<file path="src/hdl/iex_pkg.sv">
// shared types, constants and keyword table for the include name extractor
package iex_pkg;

  localparam int MAX_NAME_DEF = 256;
  localparam int QUEUE_DEPTH_DEF = 4;
  localparam int KEY_LEN = 8;

  localparam logic [7:0] CH_HASH = 8'h23;
  localparam logic [7:0] CH_LT = 8'h3c;
  localparam logic [7:0] CH_GT = 8'h3e;

  typedef struct packed {
    logic [7:0] text_byte;
    logic       new_text;
  } in_item_t;

  typedef struct packed {
    logic [7:0] name_byte;
    logic       name_end;
  } out_item_t;

  typedef enum logic [3:0] {
    MODE_IDLE      = 4'b0001,
    MODE_AFTER_KEY = 4'b0010,
    MODE_IN_NAME   = 4'b0100,
    MODE_HALTED    = 4'b1000
  } scan_mode_t;

  function automatic logic [7:0] key_char(input logic [2:0] idx);
    logic [7:0] c;
    unique case (idx)
      3'd0: c = CH_HASH;
      3'd1: c = 8'h69;
      3'd2: c = 8'h6e;
      3'd3: c = 8'h63;
      3'd4: c = 8'h6c;
      3'd5: c = 8'h75;
      3'd6: c = 8'h64;
      3'd7: c = 8'h65;
    endcase
    return c;
  endfunction

  function automatic logic is_blank(input logic [7:0] b);
    return (b == 8'h20) || (b == 8'h09) || (b == 8'h0a) || (b == 8'h0d) || (b == 8'h08);
  endfunction

endpackage

</file>
<file path="src/hdl/include_name_extractor_top.sv">
// top level of the include name extractor: parser, result queue, config register
// usage:
//   source text enters one byte per request on in_data (text_byte, new_text);
//   a request is taken when push is high and full is low. set new_text on the
//   first byte of each text to clear the parser.
//   results leave on out_data (name_byte, name_end) while empty is low and are
//   taken when pop is high. each of the first MAX_NAME name bytes of an
//   include <...> gives one result, the closing '>' an end marker with name_byte zero.
//   cfg_data sets halt_on_text when cfg_valid is high; cfg_ready is always high.
// timing:
//   one byte per cycle while full is low; the parser handles a byte in the cycle
//   it is taken, and its result reaches out_data through the result queue.
//   results wait in a QUEUE_DEPTH entry queue; when the receiver stalls the
//   queue fills and full rises, holding off further bytes until the cycle
//   after a pop frees an entry.
// reset:
//   rst_n low clears the parser to keyword scanning, empties the queue and
//   clears halt_on_text.
module include_name_extractor_top import iex_pkg::*; #(
  parameter int MAX_NAME = MAX_NAME_DEF,
  parameter int QUEUE_DEPTH = QUEUE_DEPTH_DEF
) (
  input  logic      clk,
  input  logic      rst_n,
  input  logic      push,
  output logic      full,
  input  in_item_t  in_data,
  output logic      empty,
  input  logic      pop,
  output out_item_t out_data,
  input  logic      cfg_valid,
  output logic      cfg_ready,
  input  logic      cfg_data
);

  logic      halt_on_text_r;
  logic      accept;
  logic      wr_en;
  out_item_t wr_item;

  assign cfg_ready = 1'b1;
  assign accept    = push && !full;

  always_ff @(posedge clk) begin
    if (!rst_n) begin
      halt_on_text_r <= 1'b0;
    end else if (cfg_valid && cfg_ready) begin
      halt_on_text_r <= cfg_data;
    end
  end

  iex_front #(.MAX_NAME(MAX_NAME)) u_front (
    .clk          (clk),
    .rst_n        (rst_n),
    .accept       (accept),
    .item         (in_data),
    .halt_on_text (halt_on_text_r),
    .wr_en        (wr_en),
    .wr_item      (wr_item)
  );

  iex_queue #(.DEPTH(QUEUE_DEPTH)) u_queue (
    .clk     (clk),
    .rst_n   (rst_n),
    .wr_en   (wr_en),
    .wr_item (wr_item),
    .rd_en   (pop),
    .rd_item (out_data),
    .full    (full),
    .empty   (empty)
  );

  // results come only from accepted bytes
  a_wr_on_accept: assert property (@(posedge clk) disable iff (!rst_n)
    wr_en |-> (push && !full))
    else $error("result written without an accepted byte");

  // end marker carries a zero byte
  a_end_zero: assert property (@(posedge clk) disable iff (!rst_n)
    (wr_en && wr_item.name_end) |-> (wr_item.name_byte == 8'h00))
    else $error("end marker with nonzero name byte");

  // a written result makes the queue non-empty next cycle
  a_wr_not_empty: assert property (@(posedge clk) disable iff (!rst_n)
    wr_en |=> !empty)
    else $error("queue empty after a result was written");

  // queue is never full and empty at once
  a_full_empty: assert property (@(posedge clk) disable iff (!rst_n)
    !(full && empty))
    else $error("queue full and empty together");

endmodule

</file>
<file path="src/hdl/iex_front.sv">
// front parser: keyword match, name tracking, result generation
module iex_front import iex_pkg::*; #(
  parameter int MAX_NAME = MAX_NAME_DEF
) (
  input  logic      clk,
  input  logic      rst_n,
  input  logic      accept,
  input  in_item_t  item,
  input  logic      halt_on_text,
  output logic      wr_en,
  output out_item_t wr_item
);

  localparam int LEN_W = $clog2(MAX_NAME + 1);

  scan_mode_t       mode_r, mode_nxt;
  logic [2:0]       km_r, km_nxt;
  logic [LEN_W-1:0] len_r, len_nxt;

  scan_mode_t       mode_eff;
  logic [2:0]       km_eff;
  logic [LEN_W-1:0] len_eff;
  logic             emit;
  logic [7:0]       b;

  assign b = item.text_byte;

  always_comb begin
    // new text clears the parser before the byte is handled
    mode_eff = item.new_text ? MODE_IDLE : mode_r;
    km_eff   = item.new_text ? 3'd0 : km_r;
    len_eff  = item.new_text ? '0 : len_r;
    mode_nxt = mode_eff;
    km_nxt   = km_eff;
    len_nxt  = len_eff;
    emit     = 1'b0;
    wr_item  = '{name_byte: b, name_end: 1'b0};
    unique case (mode_eff)
      MODE_IDLE: begin
        if (b == key_char(km_eff)) begin
          if (km_eff == 3'(KEY_LEN - 1)) begin
            mode_nxt = MODE_AFTER_KEY;
            km_nxt   = 3'd0;
          end else begin
            km_nxt = km_eff + 3'd1;
          end
        end else if (halt_on_text && ((km_eff != 3'd0) || !is_blank(b))) begin
          mode_nxt = MODE_HALTED;
          km_nxt   = 3'd0;
        end else begin
          km_nxt = (b == CH_HASH) ? 3'd1 : 3'd0;
        end
      end
      MODE_AFTER_KEY: begin
        if (b == CH_LT) begin
          mode_nxt = MODE_IN_NAME;
          len_nxt  = '0;
        end
      end
      MODE_IN_NAME: begin
        if (b == CH_GT) begin
          mode_nxt = MODE_IDLE;
          km_nxt   = 3'd0;
          emit     = 1'b1;
          wr_item  = '{name_byte: 8'h00, name_end: 1'b1};
        end else if (len_eff < LEN_W'(MAX_NAME)) begin
          len_nxt = len_eff + LEN_W'(1);
          emit    = 1'b1;
        end
      end
      MODE_HALTED: begin
      end
      default: begin
        mode_nxt = MODE_IDLE;
      end
    endcase
  end

  assign wr_en = accept && emit;

  always_ff @(posedge clk) begin
    if (!rst_n) begin
      mode_r <= MODE_IDLE;
      km_r   <= 3'd0;
      len_r  <= '0;
    end else if (accept) begin
      mode_r <= mode_nxt;
      km_r   <= km_nxt;
      len_r  <= len_nxt;
    end
  end

endmodule

</file>
<file path="src/hdl/iex_queue.sv">
// result queue between the parser and the result port
module iex_queue import iex_pkg::*; #(
  parameter int DEPTH = QUEUE_DEPTH_DEF
) (
  input  logic      clk,
  input  logic      rst_n,
  input  logic      wr_en,
  input  out_item_t wr_item,
  input  logic      rd_en,
  output out_item_t rd_item,
  output logic      full,
  output logic      empty
);

  localparam int PTR_W = (DEPTH > 1) ? $clog2(DEPTH) : 1;
  localparam int CNT_W = $clog2(DEPTH + 1);

  out_item_t        mem_r [DEPTH];
  logic [PTR_W-1:0] wr_ptr_r, rd_ptr_r;
  logic [CNT_W-1:0] cnt_r;
  logic             do_wr, do_rd;

  assign full    = (cnt_r == CNT_W'(DEPTH));
  assign empty   = (cnt_r == '0);
  assign do_wr   = wr_en && !full;
  assign do_rd   = rd_en && !empty;
  assign rd_item = mem_r[rd_ptr_r];

  always_ff @(posedge clk) begin
    if (do_wr) begin
      mem_r[wr_ptr_r] <= wr_item;
    end
  end

  always_ff @(posedge clk) begin
    if (!rst_n) begin
      wr_ptr_r <= '0;
      rd_ptr_r <= '0;
      cnt_r    <= '0;
    end else begin
      if (do_wr) begin
        wr_ptr_r <= (wr_ptr_r == PTR_W'(DEPTH - 1)) ? '0 : wr_ptr_r + PTR_W'(1);
      end
      if (do_rd) begin
        rd_ptr_r <= (rd_ptr_r == PTR_W'(DEPTH - 1)) ? '0 : rd_ptr_r + PTR_W'(1);
      end
      if (do_wr && !do_rd) begin
        cnt_r <= cnt_r + CNT_W'(1);
      end else if (do_rd && !do_wr) begin
        cnt_r <= cnt_r - CNT_W'(1);
      end
    end
  end

endmodule
</file>
<file path="config.mk">
export PLATFORM = sky130hd
export DESIGN_NAME = include_name_extractor_top
export DESIGN_NICKNAME = d
export VERILOG_FILES = /design/src/hdl/iex_pkg.sv /design/src/hdl/include_name_extractor_top.sv /design/src/hdl/iex_front.sv /design/src/hdl/iex_queue.sv
export SDC_FILE = /design/constraint.sdc
export NUM_CORES = 1
export LEC_CHECK = 0
export BUFFER_PORTS_ARGS = -buffer_cell sky130_fd_sc_hd__buf_4
export CAP_MARGIN = 20
export CORE_MARGIN = 4
export CORE_UTILIZATION = 56
export DETAILED_ROUTE_END_ITERATION = 8
export PLACE_DENSITY_LB_ADDON = 0.12
export SLEW_MARGIN = 20
export SYNTH_ARGS = -nofsm -noshare
export SYNTH_HDL_FRONTEND = slang
export SYNTH_HIERARCHICAL = 1
export SYNTH_SLANG_ARGS = --single-unit
export TNS_END_PERCENT = 5
</file>
<file path="constraint.sdc">
create_clock -name clk -period 8 [get_ports clk]
set_clock_uncertainty 0.15 [all_clocks]
set_input_delay 1.6 -clock clk [delete_from_list [all_inputs] [get_ports clk]]
set_output_delay 1.6 -clock clk [all_outputs]
set_load 0.005 [all_outputs]
</file>
==> results of run 1 <==
[worst min-delay path by stage]
stage	startpoint	to	slack, ps	cells past startpoint
final	u_front/len_r[0]$_SDFFE_PN0P_	u_front/len_r[0]$_SDFFE_PN0P_	310	1
after global routing	u_front/len_r[0]$_SDFFE_PN0P_	u_front/len_r[0]$_SDFFE_PN0P_	320	1
after CTS	u_front/len_r[0]$_SDFFE_PN0P_	u_front/len_r[0]$_SDFFE_PN0P_	300	1
after detailed placement	u_front/len_r[0]$_SDFFE_PN0P_	u_front/len_r[0]$_SDFFE_PN0P_	290	1
after global placement	u_front/len_r[0]$_SDFFE_PN0P_	u_front/len_r[0]$_SDFFE_PN0P_	300	1
after floorplan	u_front/len_r[0]$_SDFFE_PN0P_	u_front/len_r[0]$_SDFFE_PN0P_	270	1
[per-layer routing]
layer	wire, µm	track usage (%)	up-vias
met5	0	0	-
met4	63	7.895	0
met3	331	3.925	7
met2	3362	32.50	56
met1	2953	26.86	1128
li1	-	-	1129
[where the power goes]
| part | total (mW) | internal, mW | switching [mW] | leakage, nW |
|---|---|---|---|---|
| registers | 0.339 | 0.337 | 0.00131 | 0.525 |
| clock network | 0.273 | 0.144 | 0.129 | 0.0895 |
| logic | 0.0350 | 0.0140 | 0.0211 | 0.711 |
[sequential cells by signal (all words and copies together) (netlist names), named ones only]
register and flops:
u_queue/wr_ptr_r 2, halt_on_text_r 1, u_queue/mem_r 36, u_front/mode_r 4
u_queue/rd_ptr_r 2, u_queue/cnt_r 3, u_front/len_r 9, u_front/km_r 3
[placed cells by master (no fill, tap or decap), drive strengths merged, types with 4 or more instances in the layout]
cell type and n:
a21oi 10, and2 11, buf 26, clkbuf 9, dfxtp 26, edfxtp 36
ha 13, inv 11, mux2i 6, mux4 9, nand2 20, nand2b 8
nand3 10, nand4 5, nor2 18, nor2b 15, nor3 5, nor3b 4
nor4 6, o21ai 20
[area by class of cell]
type | count | share of cell area, %
Sequential cell | 62 | 43.63
Tap cell | 72 | 2.454
Clock inverter | 7 | 2.011
Multi-Input combinational cell | 206 | 42.09
Clock buffer | 9 | 3.374
Inverter | 11 | 1.125
Timing Repair Buffer | 26 | 5.317
[cell families after synthesis]
kind of cell / count (synthesis) / share of synthesized area [%]
and+or+nand+nor: 117 / 20.92
DFF: 62 / 49.31
AOI/OAI and AO/OA: 52 / 10.79
buffers and inverters: 25 / 3.120
muxes: 17 / 8.783
adders and majority gates: 14 / 5.624
xor gates and xnor gates: 5 / 1.348
other: 1 / 0.1155
[through the flow]
stage / hold slack [ps] / util, %
after CTS: 304.5 / 65.86
final: 306.5 / 65.86
after global routing: 324.1 / 65.86
after detailed placement: 293.7 / 62.31
after global placement: 297.3 / 62.31
after floorplan: 271.1 / -
[critical path: cells and delay by family]
kind	cells	cell delay [ps]
AO/OA/AOI/OAI	2	310
adder cells (fa/ha/maj)	2	710
XOR/XNOR	1	160
buffers and inverters	2	240
AND/OR/NAND/NOR	5	1490
[synth_stat cells, types with 2 or more instances]
| master | instances | area, µm² |
|---|---|---|
| nor2b_1 | 14 | 87.58 |
| mux2i_1 | 6 | 60.06 |
| and3_1 | 2 | 12.51 |
| a31oi_1 | 3 | 18.77 |
| o21ai_1 | 4 | 20.02 |
| mux4_2 | 9 | 202.7 |
| buf_2 | 3 | 15.01 |
| a32o_1 | 2 | 20.02 |
| xor2_1 | 2 | 17.52 |
| dfxtp_1 | 26 | 520.5 |
| or3_1 | 2 | 12.51 |
| a22oi_1 | 3 | 22.52 |
| edfxtp_1 | 36 | 1081 |
| xnor2_1 | 3 | 26.28 |
| nor3b_1 | 3 | 22.52 |
| and3b_1 | 3 | 26.28 |
| nand2_1 | 20 | 75.07 |
| nand2b_1 | 7 | 43.79 |
| a21oi_1 | 10 | 50.05 |
| a21boi_0 | 2 | 15.01 |
| nor3_1 | 4 | 20.02 |
| nor4_1 | 5 | 31.28 |
| o21ai_0 | 16 | 80.08 |
| nand3b_1 | 2 | 15.01 |
| inv_1 | 9 | 33.78 |
| and2_1 | 10 | 62.56 |
| nand3_1 | 9 | 45.04 |
| nor2_1 | 18 | 67.56 |
| ha_1 | 13 | 162.7 |
| clkbuf_1 | 10 | 37.54 |
| nand4_1 | 5 | 31.28 |
==> results.py, run 1 <==
metrics = {
    "cells_and_area": {
        "fin_nets": 345,
        "multi_input_area_um2": 1545,
        "fin_area_um2": 3671,
        "n_fill_cell": 439,
        "area_growth_pct": 13.02,
        "n_antenna_cell": 0,
        "final_layout_size_suffix_gt1_share_pct": 19.31,
        "final_cell_count_no_fill": 393,
        "ff_latch_area_um2": 1602,
    },
    "placed_design": {
        "dp_slack_ps": 3265,
        "dpl.hpwl_um": 4610,
        "dp.cells": 377,
        "gp_congestion": 0.8561,
        "numPortBuffers": 25,
        "placed_cell_area_um2": 3473,
    },
    "sta": {
        "setup_viol": 0,
        "timing.final.ws_setup_ps": 3570,
        "fin_tns_setup_ps": 0,
        "layout_min_cycle_time_ps": 4430,
        "period_share_pct": 55.37,
        "worstMarginPinSlew_ps": 619.4,
        "max_slew_margin_pct": 58.65,
        "maxSlewViolCount": 0,
        "rsz0062_at_grt": "no",
        "report.final.hold_viol_count": 0,
        "fmax_mhz": 225.7,
    },
    "floorplanning": {
        "rows": 27,
        "initial_utilization_pct": 58.27,
        "core_um2": 5574,
        "die_x_um": 84.16,
        "die_area_um2": 7083,
        "die-height_um": 84.16,
        "pin_count": 27,
    },
    "synth": {
        "yosysWarnings": 6,
        "synth_edf_count": 36,
        "ys.flop_type": "edfxtp_1",
        "synth_area_um2": 3248,
        "synth.net_count": 322,
        "syn_inst": 293,
        "async_reset_ff_share_pct": 0,
        "avgSynthCellArea_um2": 11.09,
        "ys_seq_area_share_pct": 49.31,
        "synth.distinct_cells": 63,
        "ys_ff_latch": 62,
    },
    "global_routing": {
        "gr-total-overflow": 0,
        "grt_max_degree": 34,
        "grt.total_usage_pct": 20.15,
        "antenna_found_initial": 0,
        "grt_pass1_wl_um": 11340,
        "grt_pass1_vias": 2322,
    },
    "pwr": {
        "leakage_nw": 1.326,
        "irDropWorstVdd_mv": 0.1676,
        "pwr_density_cell_nw_per_um2": 176.3,
        "power.total_uw": 647.2,
    },
    "cts": {
        "post_cts_resized": 0,
        "cts_sinks": 62,
        "clock_path_buffers": 2,
        "postCtsSetupRepairBufs": 0,
        "path_clk_slew_ps": 70,
        "htreeDepth": 3,
        "cts_tree": "built",
        "cts_buffers": 9,
        "clk_latency_ps": 340,
        "cts_hold_buf": 0,
        "clockRootBuffer": "clkbuf_8",
    },
    "worst_setup_path": {
        "rr_startpoint": "u_front/mode_r[1]$_SDFFE_PN0P_",
        "r2r_setup_slack_ps": 4590,
        "path_cells": "buf_4, nor3_1, and2_1, nand2_1, a21oi_1, nor2b_1, ha_1, inv_1, fa_1, xor2_1, or3_1, a21boi_0",
        "rr_endpoint": "u_queue/cnt_r[2]$_SDFFE_PN0P_",
        "worstSetupStartpoint": "in_data[0]",
        "cp-endpoint": "u_queue/cnt_r[2]$_SDFFE_PN0P_",
        "critPathMaxFanout": 18,
        "worstSetupPathType": "in2reg",
        "r2r_cells": 11,
        "cp-end-kind": "flip-flop",
        "crit_required_ps": 8110,
        "crit_path_start_kind": "primary input",
        "slowest_stage": "nor2b_1",
        "cp.arrival_ps": 4540,
        "max_stage_delay_ps": 440,
    },
    "route": {
        "vias": 2320,
        "drc_errors": 0,
        "drt-total-wl_um": 6711,
        "ant_nets": 0,
        "drtPass1Iterations": 4,
        "wl_per_cell_um": 17.08,
        "drt_iter0_drc": 178,
        "avgViaCountPerCell": 5.903,
    },
    "flow_run": {
        "max_cap_violations": 0,
    },
    "run_status": {
        "status": "finished, final reports clean",
    },
    "worst_hold_path": {
        "hold_path.class": "reg2reg",
    },
}
(Power assumes the default switching activity.)
==> inputs of run 2 (changes only) <==
--- a/config.mk
+++ b/config.mk
@@ -5,10 +5,11 @@
 export SDC_FILE = /design/constraint.sdc
 export NUM_CORES = 1
 export LEC_CHECK = 0
+export ABC_AREA = 1
 export BUFFER_PORTS_ARGS = -buffer_cell sky130_fd_sc_hd__buf_4
 export CAP_MARGIN = 20
 export CORE_MARGIN = 4
-export CORE_UTILIZATION = 56
+export CORE_UTILIZATION = 54
 export DETAILED_ROUTE_END_ITERATION = 8
 export PLACE_DENSITY_LB_ADDON = 0.12
 export SLEW_MARGIN = 20
==> constraint.sdc (replaced) <==
create_clock -name clk -period 3.9 [get_ports clk]
set_clock_uncertainty 0.15 [all_clocks]
set_input_delay 0.78 -clock clk [delete_from_list [all_inputs] [get_ports clk]]
set_output_delay 0.78 -clock clk [all_outputs]
set_load 0.005 [all_outputs]
==> run 2 against run 1 <==
Compared with the run above:
- first-iteration DRC count shrank 7.3%
- area after synthesis grew 10%
- cell count grew 37%
- core utilization shrank 3.2 points
- highest routed layer unchanged
==> results.py, run 2 <==
metrics = {
    "floorplanning": {
        "die_x_um": 89.52,
        "rows": 29,
        "die_area_um2": 8014,
        "die-height_um": 89.52,
        "core_um2": 6386,
        "pin_count": 27,
        "initial_utilization_pct": 56.19,
    },
    "cells_and_area": {
        "fin_area_um2": 4000,
        "area_growth_pct": 11.47,
        "layout.cells.most_common": "nand2_1",
        "fin_nets": 485,
        "multi_input_area_um2": 1640,
        "top_regs": "u_queue/mem_r x36, u_front/len_r x9, u_front/mode_r x4",
        "n_fill_cell": 574,
        "utilization_pct": 62.64,
        "mostFrequentLayoutCells": "79 x nand2_1, 51 x inv_1, 51 x nor2_1, 36 x edfxtp_1, 32 x o21ai_0",
        "n_antenna_cell": 0,
        "largest_reg_flops": 36,
        "ff_latch_area_um2": 1602,
        "final_layout_size_suffix_gt1_share_pct": 21.04,
        "regMostFlops": "u_queue/mem_r",
    },
    "sta": {
        "setup_viol": 0,
        "timing.final.ws_setup_ps": 970.9,
        "max_slew_margin_pct": 48.61,
        "worstMarginPinSlew_ps": 769.8,
        "rsz0062_at_grt": "no",
        "report.final.hold_viol_count": 0,
        "fin_tns_setup_ps": 0,
        "fmax_mhz": 341.4,
        "maxSlewViolCount": 0,
        "period_share_pct": 75.11,
        "layout_min_cycle_time_ps": 2929,
    },
    "route": {
        "drc_errors": 0,
        "ant_nets": 0,
        "drtPass1Iterations": 4,
        "wl_per_cell_um": 13.70,
        "drt-total-wl_um": 7371,
        "vias": 2908,
        "drt_iter0_drc": 165,
        "avgViaCountPerCell": 5.405,
    },
    "worst_setup_path": {
        "crit_required_ps": 3990,
        "worstSetupStartpoint": "in_data[5]",
        "path_cells": "buf_4, inv_1, nor3_2, nand4_2, a21oi_1, nand2_4, inv_1, ha_1, inv_1, fa_1, inv_1, nand2_1, nand3_1, nand2_1, inv_1, nor2_1",
        "path_buf_inv": 6,
        "rr_endpoint": "u_queue/cnt_r[2]$_SDFFE_PN0P_",
        "r2r_setup_slack_ps": 1240,
        "r2r_cells": 17,
        "rr_startpoint": "u_queue/cnt_r[1]$_SDFFE_PN0P_",
        "cp_common_cell": "inv_1",
        "crit_path_start_kind": "primary input",
        "cp-end-kind": "flip-flop",
        "path_delay_family": "simple AND/OR/NAND/NOR gates",
        "critPathMaxFanout": 8,
        "max_stage_delay_ps": 440,
        "worstSetupPathType": "in2reg",
        "slowest_stage": "fa_1",
        "cp.arrival_ps": 3020,
    },
    "synth": {
        "yosysWarnings": 6,
        "syn_inst": 428,
        "async_reset_ff_share_pct": 0,
        "netlist.top_cell.by_area": "edfxtp_1",
        "avgSynthCellArea_um2": 8.384,
        "synth_edf_count": 36,
        "synthTopCellsByArea": "edfxtp_1 30%, dfxtp_1 15%, nand2_1 8.3%",
        "synth_top_area_share_pct": 30.13,
        "synth_area_um2": 3588,
        "ys_seq_area_share_pct": 44.63,
        "synth.distinct_cells": 40,
        "synth_most_common_cell": "nand2_1",
        "synth.net_count": 457,
        "ys_top_cells_by_count": "79 x nand2_1, 51 x inv_1, 51 x nor2_1",
        "ys.flop_type": "edfxtp_1",
        "ys_ff_latch": 62,
    },
    "global_routing": {
        "grt.total_usage_pct": 19.75,
        "grt_pass1_wl_um": 11990,
        "gr-total-overflow": 0,
        "grt_max_degree": 21,
        "antenna_found_initial": 0,
        "grt_pass1_vias": 2574,
    },
    "cts": {
        "clockRootBuffer": "clkbuf_8",
        "cts_buffers": 9,
        "path_clk_slew_ps": 70,
        "postCtsSetupRepairBufs": 0,
        "clock_path_buffers": 2,
        "cts_tree": "built",
        "cts_hold_buf": 0,
        "htreeDepth": 3,
        "clk_latency_ps": 330,
        "post_cts_resized": 0,
        "cts_sinks": 62,
    },
    "pwr": {
        "leakage_nw": 1.691,
        "pwr-share-comb_pct": 27.2,
        "seqPwrFrac_pct": 42.8,
        "p_clk_share_pct": 29.9,
        "irDropWorstVdd_mv": 0.3513,
        "power.switching_uw": 613.3,
        "cellInternalPower_mw": 1.248,
        "power.total_mw": 1.861,
        "pwr_density_cell_nw_per_um2": 465.2,
        "switching_share_pct": 32.96,
    },
    "worst_hold_path": {
        "whs_path_depth": 2,
        "hold_path.class": "reg2reg",
        "hold_start": "u_front/mode_r[2]$_SDFFE_PN0P_",
        "hold-path-endpoint": "u_front/mode_r[2]$_SDFFE_PN0P_",
    },
    "placed_design": {
        "dp_slack_ps": 626.0,
        "numPortBuffers": 25,
        "placed_cell_area_um2": 3804,
        "gp_congestion": 0.8643,
        "dpl.hpwl_um": 5383,
    },
    "flow_run": {
        "max_cap_violations": 0,
    },
    "run_status": {
        "status": "finished, final reports clean",
    },
}
[run 2: cell count changes after synthesis, sizes merged, moves of 8 or more]
cell	delta
nand2	+66
nor2	+50
inv	+48
a21oi	+20
o21ai	+19
nand3	+15
nor2b	-15
and2	-10
mux4	-9
o22ai	+9
nand2b	-8
[run 2: area by class of cell]
| class | instances | area share (%) |
|---|---|---|
| clock buffers | 9 | 3.097 |
| flip-flops and latches | 62 | 40.04 |
| repair buffers | 31 | 5.818 |
| clock inverters | 7 | 1.814 |
| multi-input cells | 294 | 41.01 |
| well taps | 77 | 2.409 |
| inverters | 58 | 5.818 |
[run 2: power groups by stage]
stage | clock network [mW] | registers (mW) | logic (mW)
6_report | 0.557 | 0.797 | 0.507
5_1_grt | 0.608 | 0.806 | 0.571
4_1_cts | 0.573 | 0.798 | 0.513
3_5_place_dp | 0 | 0.812 | 0.511
3_3_place_gp | 0 | 0.813 | 0.495
2_1_floorplan | 0 | 0.776 | 0.396
[run 2: cell families after synthesis]
group,share of synthesized area [%]
and+or+nand+nor,26.22
AOI/OAI and AO/OA,14.30
buffers and inverters,9.658
adders and majority gates,5.091
other,0.1045
DFF,44.63
[run 2: through the flow]
stage | instances | hold WS [ps]
CTS | 538 | 327.9
global route | 538 | 354.5
detailed placement | 522 | 317.0
global placement | 522 | 323.4
finish | 538 | 329.4
floorplan | 428 | 293.0
[run 2: per-layer routing]
layer  track usage (%)  part of all wire [%]
met2             32.89                    49
met4             7.037                  0.96
met3             5.346                   3.6
met5                 0                     0
met1             24.65                    46
[run 2: worst min-delay path: cells and delay by family (launching register included)]
kind	cells	cell delay, ps
flops	1	320
compound gates	1	50
simple gates	1	60
[run 2: worst max path at each step]
stage | end | slack (ps) | cells after the start
3_5_place_dp | u_queue/cnt_r[2]$_SDFFE_PN0P_ | 630 | 16
4_1_cts | u_queue/cnt_r[2]$_SDFFE_PN0P_ | 990 | 16
5_1_grt | u_queue/cnt_r[2]$_SDFFE_PN0P_ | 760 | 15
3_3_place_gp | u_queue/cnt_r[2]$_SDFFE_PN0P_ | 720 | 17
2_1_floorplan | u_queue/cnt_r[2]$_SDFFE_PN0P_ | 790 | 18
6_report | u_queue/cnt_r[2]$_SDFFE_PN0P_ | 970 | 16
==> inputs of run 3 (changes only) <==
==> constraint.sdc (replaced) <==
create_clock -name clk -period 2.69 [get_ports clk]
set_clock_uncertainty 0.15 [all_clocks]
set_input_delay 0.538 -clock clk [delete_from_list [all_inputs] [get_ports clk]]
set_output_delay 0.538 -clock clk [all_outputs]
set_load 0.005 [all_outputs]
==> run 3 against run 2 <==
Compared with the run above:
- non-clock buffer count increased by 6
- die area unchanged
- worst setup slack got worse by 730 ps
- sequential power increased by 44%
- clock power increased by 60%
- flip-flop and latch count unchanged
- cell count increased by 1.1%
==> results.py, run 3 (synthesis results as in run 2) <==
metrics = {
    "route": {
        "drc_errors": 0,
        "ant_nets": 0,
        "drtPass1Iterations": 5,
        "drt_iter0_drc": 156,
        "avgViaCountPerCell": 5.487,
        "wl_per_cell_um": 13.98,
        "vias": 2985,
        "drt-total-wl_um": 7604,
    },
    "placed_design": {
        "numPortBuffers": 25,
        "dp.cells": 528,
        "placed_cell_area_um2": 3882,
        "dpl.hpwl_um": 5473,
        "gp_congestion": 0.9001,
    },
    "sta": {
        "setup_viol": 0,
        "rsz0062_at_grt": "no",
        "report.final.hold_viol_count": 0,
        "fin_tns_setup_ps": 0,
        "layout_min_cycle_time_ps": 2448,
        "period_share_pct": 91.02,
        "fmax_mhz": 408.4,
        "holdWs_ps": 290.7,
        "maxSlewViolCount": 0,
    },
    "worst_setup_path": {
        "crit_required_ps": 2770,
        "rr_endpoint": "u_queue/cnt_r[2]$_SDFFE_PN0P_",
        "r2r_cells": 17,
        "cp_common_cell": "inv_1",
        "path_buf_inv": 5,
        "cp.arrival_ps": 2530,
        "max_stage_delay_ps": 410,
        "r2r_setup_slack_ps": 240,
        "critPathMaxFanout": 7,
        "path_cells": "nor2_2, nand2_2, inv_1, nor2_1, nand2_4, a21oi_4, nand2_4, inv_2, ha_4, inv_2, fa_2, inv_1, nand2_1, nand3_1, nand2_1, inv_1, nor2_1",
        "slowest_stage": "dfxtp_1",
        "crit_path_start_kind": "flip-flop",
        "worstSetupPathType": "reg2reg",
        "path_delay_family": "simple AND/OR/NAND/NOR gates",
        "cp-end-kind": "flip-flop",
        "rr_startpoint": "u_queue/cnt_r[1]$_SDFFE_PN0P_",
    },
    "cts": {
        "cts_sinks": 62,
        "clock_path_buffers": 2,
        "cts_hold_buf": 0,
        "post_cts_resized": 0,
        "htreeDepth": 3,
        "postCtsSetupRepairBufs": 0,
        "cts_buffers": 9,
        "clk_latency_ps": 330,
        "clockRootBuffer": "clkbuf_8",
        "cts_tree": "built",
        "path_clk_slew_ps": 70,
    },
    "cells_and_area": {
        "regMostFlops": "u_queue/mem_r",
        "n_fill_cell": 551,
        "final_layout_size_suffix_gt1_share_pct": 23.13,
        "n_antenna_cell": 0,
        "fin_area_um2": 4096,
        "top_regs": "u_queue/mem_r x36, u_front/len_r x9, u_front/mode_r x4",
        "area_growth_pct": 14.16,
        "fin_nets": 491,
        "mostFrequentLayoutCells": "78 x nand2_1, 51 x nor2_1, 49 x inv_1, 37 x buf_4, 36 x edfxtp_1",
        "final_cell_count_no_fill": 544,
        "layout.cells.most_common": "nand2_1",
        "largest_reg_flops": 36,
    },
    "floorplanning": {
        "pin_count": 27,
        "die_area_um2": 8014,
        "core_um2": 6386,
        "die-height_um": 89.52,
        "initial_utilization_pct": 56.19,
        "die_x_um": 89.52,
        "rows": 29,
    },
    "worst_hold_path": {
        "hold-path-endpoint": "halt_on_text_r$_SDFFE_PN0P_",
        "hold_start": "cfg_valid",
        "hold_path.class": "in2reg",
        "whs_path_depth": 3,
    },
    "global_routing": {
        "grtUsageMet3_pct": 3.318,
        "grt_pass1_vias": 2788,
        "use_met1_pct": 24.30,
        "grt_max_degree": 21,
        "grt_pass1_wl_um": 12520,
        "gr-total-overflow": 0,
        "grt.total_usage_pct": 20.48,
        "antenna_found_initial": 0,
        "busiest_layer": "met2",
        "use_met2_pct": 36.10,
    },
    "pwr": {
        "pwr-share-comb_pct": 27.4,
        "p_clk_share_pct": 31.7,
        "leakage_nw": 1.741,
        "power.total_mw": 2.805,
        "power.switching_uw": 889.8,
        "pwr_density_cell_nw_per_um2": 684.8,
        "irDropWorstVdd_mv": 0.3939,
        "seqPwrFrac_pct": 40.9,
        "switching_share_pct": 31.72,
        "cellInternalPower_mw": 1.915,
    },
    "run_status": {
        "status": "finished, final reports clean",
    },
    "flow_run": {
        "max_cap_violations": 0,
    },
}
==> run 3: final cells by class <==
cell class                 count  area [µm²]  area share, %
timing repair buffer          37       277.8          6.781
inverter                      58       232.7          5.681
tap                           77       96.34          2.352
multi-input combinational    294        1674          40.87
clock buffer                  10       127.6          3.115
clock inverter                 6       86.33          2.108
sequential                    62        1602          39.10
==> run 3: through the flow <==
step | setup WS, ps | util, %
after floorplan | 34.00 | -
after global placement | 122.1 | 60.80
after detailed placement | 36.01 | 60.80
after CTS | 226.5 | 64.15
after global routing | 51.41 | 64.15
final | 241.5 | 64.15
==> run 3: metal layers <==
metal | up-vias | share of wire, %
li1 | 1498 | -
met1 | 1403 | 42
met2 | 72 | 52
met3 | 12 | 4.5
met4 | 0 | 1.7
met5 | - | 0
==> run 3: power by group through the flow <==
| stage | Combinational (mW) | Clock [mW] | Sequential, mW |
|---|---|---|---|
| after floorplan | 0.581 | 0 | 1.13 |
| final | 0.770 | 0.889 | 1.15 |
| after global routing | 0.864 | 0.959 | 1.16 |
| after CTS | 0.781 | 0.912 | 1.15 |
| after detailed placement | 0.777 | 0 | 1.17 |
| after global placement | 0.754 | 0 | 1.17 |
==> run 3: tightest hold or removal path: cells and delay by family <==
kind	cells	cell delay, ps
buf+inv	1	80
simple gates	2	120
==> run 3: worst max-delay path by stage <==
stage / from / endpoint / slack, ps / depth (start not counted)
final: u_queue/cnt_r[1]$_SDFFE_PN0P_ / u_queue/cnt_r[2]$_SDFFE_PN0P_ / 240 / 17
after global routing: u_queue/cnt_r[1]$_SDFFE_PN0P_ / u_queue/cnt_r[2]$_SDFFE_PN0P_ / 50 / 17
after CTS: u_queue/cnt_r[1]$_SDFFE_PN0P_ / u_queue/cnt_r[2]$_SDFFE_PN0P_ / 230 / 17
after detailed placement: in_data[0] / u_queue/cnt_r[2]$_SDFFE_PN0P_ / 40 / 17
after global placement: in_data[0] / u_queue/cnt_r[2]$_SDFFE_PN0P_ / 120 / 17
after floorplan: in_data[0] / u_queue/cnt_r[2]$_SDFFE_PN0P_ / 30 / 18
